[src/hw/rtl/bhsd_pkg.sv]
`default_nettype none
package bhsd_pkg;
  localparam int unsigned MaxBoundaries = 32;
  localparam int unsigned HeadDepth = 21;
  localparam int unsigned MinPayload = 23;
  localparam int unsigned LenScan = 14;
  localparam logic [15:0] ZlibMark = 16'h789c;
  localparam logic [7:0] PrintLo = 8'd33;
  localparam logic [7:0] PrintHi = 8'd126;
  localparam int unsigned QueueDepth = 2;

  typedef enum logic [1:0] {
    PATH_LEN = 2'd0,
    PATH_Z19 = 2'd1,
    PATH_Z16 = 2'd2,
    PATH_NONE = 2'd3
  } path_e;

  typedef struct packed {
    logic [HeadDepth*8-1:0] head;
    logic [15:0] expect_len;
    logic gate_ok;
  } verdict_job_t;

  typedef struct packed {
    logic detected;
    logic [3:0] length_offset;
    path_e match_path;
    logic [3:0] flag_offset;
  } verdict_t;
endpackage
`default_nettype wire

[src/hw/rtl/bhsd_front.sv]
`default_nettype none
module bhsd_front import bhsd_pkg::*; (
  input  wire logic clk_i,
  input  wire logic rst_ni,
  input  wire logic accept_i,
  input  wire logic mode_i,
  input  wire logic [15:0] boundary_len_i,
  input  wire logic [7:0] data_byte_i,
  input  wire logic is_first_i,
  input  wire logic is_last_i,
  input  wire logic is_tcp_i,
  input  wire logic both_directions_payload_i,
  output logic job_valid_o,
  output verdict_job_t job_o
);
  logic [7:0] head_q [HeadDepth];
  logic [15:0] count_q, count_d, first_len_q, first_len_d, second_len_q, second_len_d;
  logic [5:0] bcount_q, bcount_d;
  logic done_q, done_d;
  logic [15:0] cnt_base, fl_base, sl_base, new_count, exp0;
  logic [5:0] bc_base;
  logic done_base;

  always_comb begin
    cnt_base = (is_first_i) ? 16'd0 : count_q;
    new_count = (cnt_base == 16'hffff) ? cnt_base : cnt_base + 16'd1;
    fl_base = is_first_i ? 16'd0 : first_len_q;
    sl_base = is_first_i ? 16'd0 : second_len_q;
    bc_base = is_first_i ? 6'd0 : bcount_q;
    done_base = is_first_i ? 1'b0 : done_q;
    count_d = count_q;
    first_len_d = first_len_q;
    second_len_d = second_len_q;
    bcount_d = bcount_q;
    done_d = done_q;
    if (accept_i && !mode_i) begin
      first_len_d = fl_base;
      second_len_d = sl_base;
      bcount_d = bc_base;
      done_d = done_base;
      if (!done_base && (bc_base < 6'(MaxBoundaries))) begin
        bcount_d = bc_base + 6'd1;
        if (boundary_len_i != 16'd0) begin
          if (fl_base == 16'd0) begin
            first_len_d = boundary_len_i;
          end else begin
            second_len_d = boundary_len_i;
            done_d = 1'b1;
          end
        end
      end
    end else if (accept_i) begin
      count_d = new_count;
    end
  end

  always_ff @(posedge clk_i or negedge rst_ni) begin
    if (!rst_ni) begin
      count_q <= '0;
      first_len_q <= '0;
      second_len_q <= '0;
      bcount_q <= '0;
      done_q <= 1'b0;
      for (int k = 0; k < HeadDepth; k++) head_q[k] <= '0;
    end else begin
      count_q <= count_d;
      first_len_q <= first_len_d;
      second_len_q <= second_len_d;
      bcount_q <= bcount_d;
      done_q <= done_d;
      if (accept_i && mode_i) begin
        for (int k = 0; k < HeadDepth; k++) begin
          if (cnt_base == 16'(k)) head_q[k] <= data_byte_i;
          else if (is_first_i) head_q[k] <= '0;
        end
      end
    end
  end

  always_comb begin
    exp0 = (first_len_q != 16'd0) ? first_len_q : new_count;
    job_valid_o = accept_i && mode_i && is_last_i;
    for (int k = 0; k < HeadDepth; k++) begin
      if (cnt_base == 16'(k)) job_o.head[k*8 +: 8] = data_byte_i;
      else if (is_first_i) job_o.head[k*8 +: 8] = '0;
      else job_o.head[k*8 +: 8] = head_q[k];
    end
    job_o.expect_len = (second_len_q == exp0) ? exp0 + 16'd1 : exp0;
    job_o.gate_ok = is_tcp_i && both_directions_payload_i &&
                    (new_count >= 16'(MinPayload));
  end
endmodule
`default_nettype wire

[src/hw/rtl/bhsd_queue.sv]
`default_nettype none
module bhsd_queue import bhsd_pkg::*; (
  input  wire logic clk_i,
  input  wire logic rst_ni,
  input  wire logic push_i,
  input  verdict_job_t data_i,
  output logic full_o,
  output logic valid_o,
  input  wire logic pop_i,
  output verdict_job_t data_o
);
  verdict_job_t mem_q [QueueDepth];
  logic wp_q, rp_q;
  logic [1:0] cnt_q;

  assign full_o = (cnt_q == 2'(QueueDepth));
  assign valid_o = (cnt_q != 2'd0);
  assign data_o = mem_q[rp_q];

  always_ff @(posedge clk_i) begin
    if (push_i) mem_q[wp_q] <= data_i;
  end

  always_ff @(posedge clk_i or negedge rst_ni) begin
    if (!rst_ni) begin
      wp_q <= 1'b0;
      rp_q <= 1'b0;
      cnt_q <= '0;
    end else begin
      if (push_i) wp_q <= ~wp_q;
      if (pop_i) rp_q <= ~rp_q;
      cnt_q <= cnt_q + 2'(push_i) - 2'(pop_i);
    end
  end
endmodule
`default_nettype wire

[src/hw/rtl/bhsd_back.sv]
`default_nettype none
module bhsd_back import bhsd_pkg::*; (
  input  wire logic clk_i,
  input  wire logic rst_ni,
  input  wire logic job_valid_i,
  input  verdict_job_t job_i,
  output logic job_pop_o,
  output logic valid_o,
  input  wire logic stall_i,
  output verdict_t res_o
);
  verdict_t res_d, res_q;
  logic valid_q;
  logic [31:0] w;
  logic found, anchor, at_zero, p0, p4, p8;
  logic [3:0] off;

  function automatic logic [7:0] hb(input logic [HeadDepth*8-1:0] h, input int unsigned i);
    hb = h[i*8 +: 8];
  endfunction

  function automatic logic prn(input logic [HeadDepth*8-1:0] h, input int unsigned s);
    logic ok;
    ok = 1'b1;
    for (int unsigned k = 0; k < 5; k++)
      if (hb(h, s + k) < PrintLo || hb(h, s + k) > PrintHi) ok = 1'b0;
    prn = ok;
  endfunction

  always_comb begin
    found = 1'b0;
    off = 4'(LenScan);
    for (int unsigned i = 0; i < LenScan; i++) begin
      w = {hb(job_i.head, i+3), hb(job_i.head, i+2), hb(job_i.head, i+1), hb(job_i.head, i)};
      if (!found && w == {16'd0, job_i.expect_len}) begin
        found = 1'b1;
        off = 4'(i);
      end
    end
    p0 = prn(job_i.head, 0);
    p4 = prn(job_i.head, 4);
    p8 = prn(job_i.head, 8);
    res_d.detected = 1'b0;
    res_d.length_offset = 4'(LenScan);
    res_d.match_path = PATH_NONE;
    res_d.flag_offset = 4'd0;
    anchor = 1'b0;
    at_zero = 1'b0;
    if (job_i.gate_ok) begin
      if (found) begin
        res_d.length_offset = off;
        res_d.match_path = PATH_LEN;
        anchor = 1'b1;
        at_zero = (off == 4'd0);
      end else if ({hb(job_i.head, 19), hb(job_i.head, 20)} == ZlibMark) begin
        res_d.match_path = PATH_Z19;
        anchor = 1'b1;
        at_zero = 1'b1;
      end else if ({hb(job_i.head, 16), hb(job_i.head, 17)} == ZlibMark) begin
        res_d.match_path = PATH_Z16;
        anchor = 1'b1;
      end
      if (anchor && at_zero && p4) begin
        res_d.detected = 1'b1;
        res_d.flag_offset = 4'd4;
      end else if (anchor && at_zero && p8) begin
        res_d.detected = 1'b1;
        res_d.flag_offset = 4'd8;
      end else if (anchor && !at_zero && p0) begin
        res_d.detected = 1'b1;
      end
    end
  end

  assign job_pop_o = job_valid_i && (!valid_q || !stall_i);
  assign valid_o = valid_q;
  assign res_o = res_q;

  always_ff @(posedge clk_i) begin
    if (job_pop_o) res_q <= res_d;
  end

  always_ff @(posedge clk_i or negedge rst_ni) begin
    if (!rst_ni) begin
      valid_q <= 1'b0;
    end else if (job_pop_o) begin
      valid_q <= 1'b1;
    end else if (!stall_i) begin
      valid_q <= 1'b0;
    end
  end
endmodule
`default_nettype wire

[src/hw/rtl/beacon_header_signature_detector.sv]
// Beacon header signature detector.
// Input channel: in_valid_i / in_stall_o carry boundary entries (mode 0)
// and payload bytes (mode 1), one per cycle while in_stall_o is low.
// Output channel: out_valid_o / out_stall_i carry one verdict per payload
// transaction that has is_last set; other transactions give none.
// The front stage updates boundary and payload state on each accepted
// transaction and forms a verdict job on the last byte. A two-entry queue
// feeds the back stage, which runs the length, zlib and flag comparisons
// into an output register. With nothing stalled, the last byte's verdict
// job is written into the queue and then into the output register, which
// drives out_valid_o.
// Reset clears control state, not queue or verdict data; in_stall_o is low.
// A stalled receiver holds the verdict; the queue absorbs two more verdict
// jobs, then in_stall_o rises until the back stage drains.
`default_nettype none
module beacon_header_signature_detector import bhsd_pkg::*; (
  input  wire logic clk_i,
  input  wire logic rst_ni,
  input  wire logic in_valid_i,
  output logic in_stall_o,
  input  wire logic mode_i,
  input  wire logic [15:0] boundary_len_i,
  input  wire logic [7:0] data_byte_i,
  input  wire logic is_first_i,
  input  wire logic is_last_i,
  input  wire logic is_tcp_i,
  input  wire logic both_directions_payload_i,
  output logic out_valid_o,
  input  wire logic out_stall_i,
  output logic detected_o,
  output logic [3:0] length_offset_o,
  output logic [1:0] match_path_o,
  output logic [3:0] flag_offset_o
);
  logic accept, job_valid, q_full, q_valid, q_pop;
  verdict_job_t job, q_job;
  verdict_t res;

  assign in_stall_o = q_full;
  assign accept = in_valid_i && !q_full;

  bhsd_front u_front (
    .clk_i, .rst_ni, .accept_i(accept), .mode_i, .boundary_len_i, .data_byte_i,
    .is_first_i, .is_last_i, .is_tcp_i, .both_directions_payload_i,
    .job_valid_o(job_valid), .job_o(job)
  );

  bhsd_queue u_queue (
    .clk_i, .rst_ni, .push_i(job_valid), .data_i(job), .full_o(q_full),
    .valid_o(q_valid), .pop_i(q_pop), .data_o(q_job)
  );

  bhsd_back u_back (
    .clk_i, .rst_ni, .job_valid_i(q_valid), .job_i(q_job), .job_pop_o(q_pop),
    .valid_o(out_valid_o), .stall_i(out_stall_i), .res_o(res)
  );

  assign detected_o = res.detected;
  assign length_offset_o = res.length_offset;
  assign match_path_o = res.match_path;
  assign flag_offset_o = res.flag_offset;
endmodule
`default_nettype wire

[config.mk]
export PLATFORM = sky130hd
export DESIGN_NAME = beacon_header_signature_detector
export DESIGN_NICKNAME = d
export VERILOG_FILES = /design/src/hw/rtl/bhsd_pkg.sv /design/src/hw/rtl/bhsd_front.sv /design/src/hw/rtl/bhsd_queue.sv /design/src/hw/rtl/bhsd_back.sv /design/src/hw/rtl/beacon_header_signature_detector.sv
export SDC_FILE = /design/constraint.sdc
export NUM_CORES = 1
export LEC_CHECK = 0
export BUFFER_PORTS_ARGS = -buffer_cell sky130_fd_sc_hd__buf_2
export CAP_MARGIN = 20
export CORE_UTILIZATION = 50
export CTS_CLUSTER_DIAMETER = 60
export DETAILED_ROUTE_END_ITERATION = 10
export PLACE_DENSITY = 0.78
export SLEW_MARGIN = 20
export SYNTH_ARGS = -nofsm -noshare
export SYNTH_HDL_FRONTEND = slang
export SYNTH_SLANG_ARGS = --single-unit
[constraint.sdc]
create_clock -name clk_i -period 10.6 [get_ports clk_i]
set_input_delay 3.18 -clock clk_i [delete_from_list [all_inputs] [get_ports clk_i]]
set_output_delay 3.18 -clock clk_i [all_outputs]
set_load 0.01 [all_outputs]
==> flow_summary.toml <==
[worst_hold_path]
hold_path.class = "reg -> reg"
worst_hold_path.endpoint = "u_queue.cnt_q[1]$_DFF_PN0_"
hp-start = "u_queue.cnt_q[1]$_DFF_PN0_"
min_delay_path_depth = 1

[logic_synthesis]
synthTopCellsByArea = "edfxtp_1 35%, dfrtp_1 17%, xnor2_1 6.6%"
synth.avg_cell_area_um2 = 10.7
yosysTopAreaCell = "edfxtp_1"
synthFlopType = "edfxtp_1"
synth-edff-count = 363
synth_cells = 2941
ys_warn_count = 0
synth.most_common_cell = "nand2_1"
synth_top_area_share = 0.345
ys_types = 98
yosysSeqAreaShare = 0.519
syn_area_um2 = 31600
yosys_register_bits = 583
ys_async_sr_fraction = 0.377
synthTopCellsByCount = "410 x nand2_1, 363 x edfxtp_1, 239 x xnor2_1"

[die]
dieArea_um2 = 64200
die_w_um = 253
initial_core_util = 0.509
num_rows = 91
core_um2 = 62100
die_h_um = 253
ios = 46

[clock_tree]
htreeDepth = 2
post_cts_buffers = 0
numCtsBuffers = 59
root_buffer = "clkbuf_16"
cts.sinks = 583
clk_latency_ns = 0.68
cts_tree = "yes"
cts-resized-gates = 0
ctsLongestPathBuffers = 3
hold_buffers = 0
clkTransAtPathRegs_ns = 0.06

[final_layout]
drive_above_1_share = 0.142
syn_to_final_growth_pct = 9.99
fin_nets = 2958
n_fill_cell = 5169
diodes = 0
post-route-cell-area_um2 = 34700
fin_util = 0.560

[setup_path]
start_kind = "input port"
endpoint_kind = "flip-flop"
r2r_end = "u_back.res_o[7]$_SDFFCE_PN1P_"
worst_ep_arrival_time_ns = 7.93
r2r_slack_ns = 5.26
reg2reg_depth = 11
crit_type = "in -> reg"
cp_data_required_time_ns = 10.96
path_max_fanout = 92
timing.rr.start = "u_queue.rp_q$_DFFE_PN0P_"

[power]
p_switching_mw = 2.35
switching_share = 0.339
pwr-share-seq = 0.444
ir_drop_v = 0.000170
power.density_nw_per_um2 = 200
clockPowerShare = 0.311
p_comb_frac = 0.246
intPower_mw = 4.59
p_leak_nw = 12.5

[routing]
vias = 24600
drc = 0
wirelength_um = 102000
wl_per_cell_um = 26.8
detail-route-antenna-nets = 0
dr.pass1.iters = 8
maxUsedRoutingLayer = "met4"
dr_wl_met2_um = 45900
drt-initial-drc-count = 3079
m1WireLength_um = 39400
vias_per_cell = 6.48
wl_met3_um = 10200

[timing]
max_freq_mhz = 132
relSlewSlack = 0.186
drv_slew = 0
worst_pin_slew_ns = 1.22
setup_tns_ns = 0
rsz0062_at_grt = "false"
period_share = 0.714
setup_viol = 0
finalCriticalPeriod_ns = 7.57
clock_skew_ns = 0.0681
final_hold_viol_count = 0

[global_routing]
grt_pass1_wl_um = 153000
grt_use_total = 0.321
grt_pass1_vias = 24400
grt_max_degree = 169
antenna_found_initial = 0
grt-ovfl-total = 0

[placement]
dp_hpwl_um = 65000
port_buffers = 43
placed_area_um2 = 32700
place.gp.congestion = 0.973

[run_status]
status = "finished, final reports clean"

[run]
cap_violations = 0
[cells in the final DEF, fill, tap and decap left out, types with 8 or more instances in the layout]
cell type  count
nand2_1      410
nand4_1       89
mux2_2       172
a21oi_1       77
o21ai_0      215
dfrtp_1      219
and3_1        11
nand2b_1      21
nor3_1        75
o22ai_1       12
xor2_1       190
mux2i_1       34
or4_1         14
clkbuf_1      13
o31ai_1       13
nand3_1       59
nor2b_1       20
nor4_1        96
buf_2         42
a31oi_1       20
inv_1         48
a22o_1        34
buf_4         60
clkinv_2       8
edfxtp_1     363
nor4b_1       11
clkbuf_16     59
nor4_2        11
ha_1           8
clkinv_1       9
nor2_1        97
xnor2_1      239
o211ai_1      11
[metal layers]
layer  vias up  track usage
li1      10700            -
met1     12000        0.422
met2      1528        0.500
met3       418       0.0583
met4         0        0.188
met5         -            0
[worst max-delay path, stage by stage]
cell      delay, ns
buf_2          0.12
inv_4          0.10
buf_4          0.79
buf_4          0.84
nand4_1        0.28
a211oi_1       0.56
xnor2_1        0.23
a21oi_1        0.16
nor4_1         0.61
nand3_1        0.27
nor4_1         0.52
xor2_1         0.18
[per-stage QoR]
stage	hold slack [ns]	worst slack, ns	power [mW]	std cells
finish	0.503	3.03	6.94	3805
CTS	0.502	3.07	6.92	3805
floorplan	0.454	1.23	4.19	2942
detailed placement	0.489	2.47	4.78	3693
global route	0.517	2.65	7.21	3805
global placement	0.481	2.56	4.73	3692
[logic make-up after synthesis]
family          after synthesis  synth area share
buf+inv                     242            0.0314
flops                       583             0.519
fa+ha+maj                     8           0.00317
other cells                   1          0.000119
xor+xnor                    429             0.119
compound gates              488            0.0972
simple gates                983             0.157
mux                         207            0.0725
[how the worst max path moves through the flow]
| stage | slack, ns | endpoint | startpoint | cells past startpoint |
|---|---|---|---|---|
| after floorplan | 1.23 | u_queue.mem_q[0][0]$_DFFE_PP_ | mode_i | 6 |
| after global routing | 2.65 | u_queue.mem_q[0][13]$_DFFE_PP_ | is_first_i | 12 |
| final | 3.03 | u_queue.mem_q[0][13]$_DFFE_PP_ | is_first_i | 12 |
| after detailed placement | 2.47 | u_queue.mem_q[0][16]$_DFFE_PP_ | is_first_i | 15 |
| after CTS | 3.07 | u_queue.mem_q[1][13]$_DFFE_PP_ | is_first_i | 12 |
| after global placement | 2.56 | u_queue.mem_q[0][16]$_DFFE_PP_ | is_first_i | 15 |
[sequential cells by signal, indices dropped and copies added (netlist names)]
register / cells
u_back.valid_o: 1
u_front.count_q: 16
u_front.head_q: 160
u_queue.wp_q: 1
u_queue.cnt_q: 2
u_front.bcount_q: 6
u_front.first_len_q: 16
u_queue.rp_q: 1
u_front.done_q: 1
u_front.second_len_q: 16
u_queue.mem_q: 354
u_back.res_o: 9
[power by group through the flow]
stage	Sequential [mW]	Clock, mW	Combinational [mW]
2_1_floorplan	2.96	0	1.23
3_3_place_gp	3.10	0	1.63
3_5_place_dp	3.11	0	1.67
4_1_cts	3.06	2.18	1.68
5_1_grt	3.10	2.27	1.84
6_report	3.08	2.15	1.70
[cell type report]
type                            instances  area (um2)  area share
Clock buffer                           74        1550      0.0447
Multi-Input combinational cell       2117       14300       0.413
Sequential cell                       583       16400       0.472
Inverter                               50         190     0.00547
Tap cell                              837        1050      0.0301
Timing Repair Buffer                  106         736      0.0212
Clock inverter                         38         459      0.0132
(Power assumes the default switching activity.)
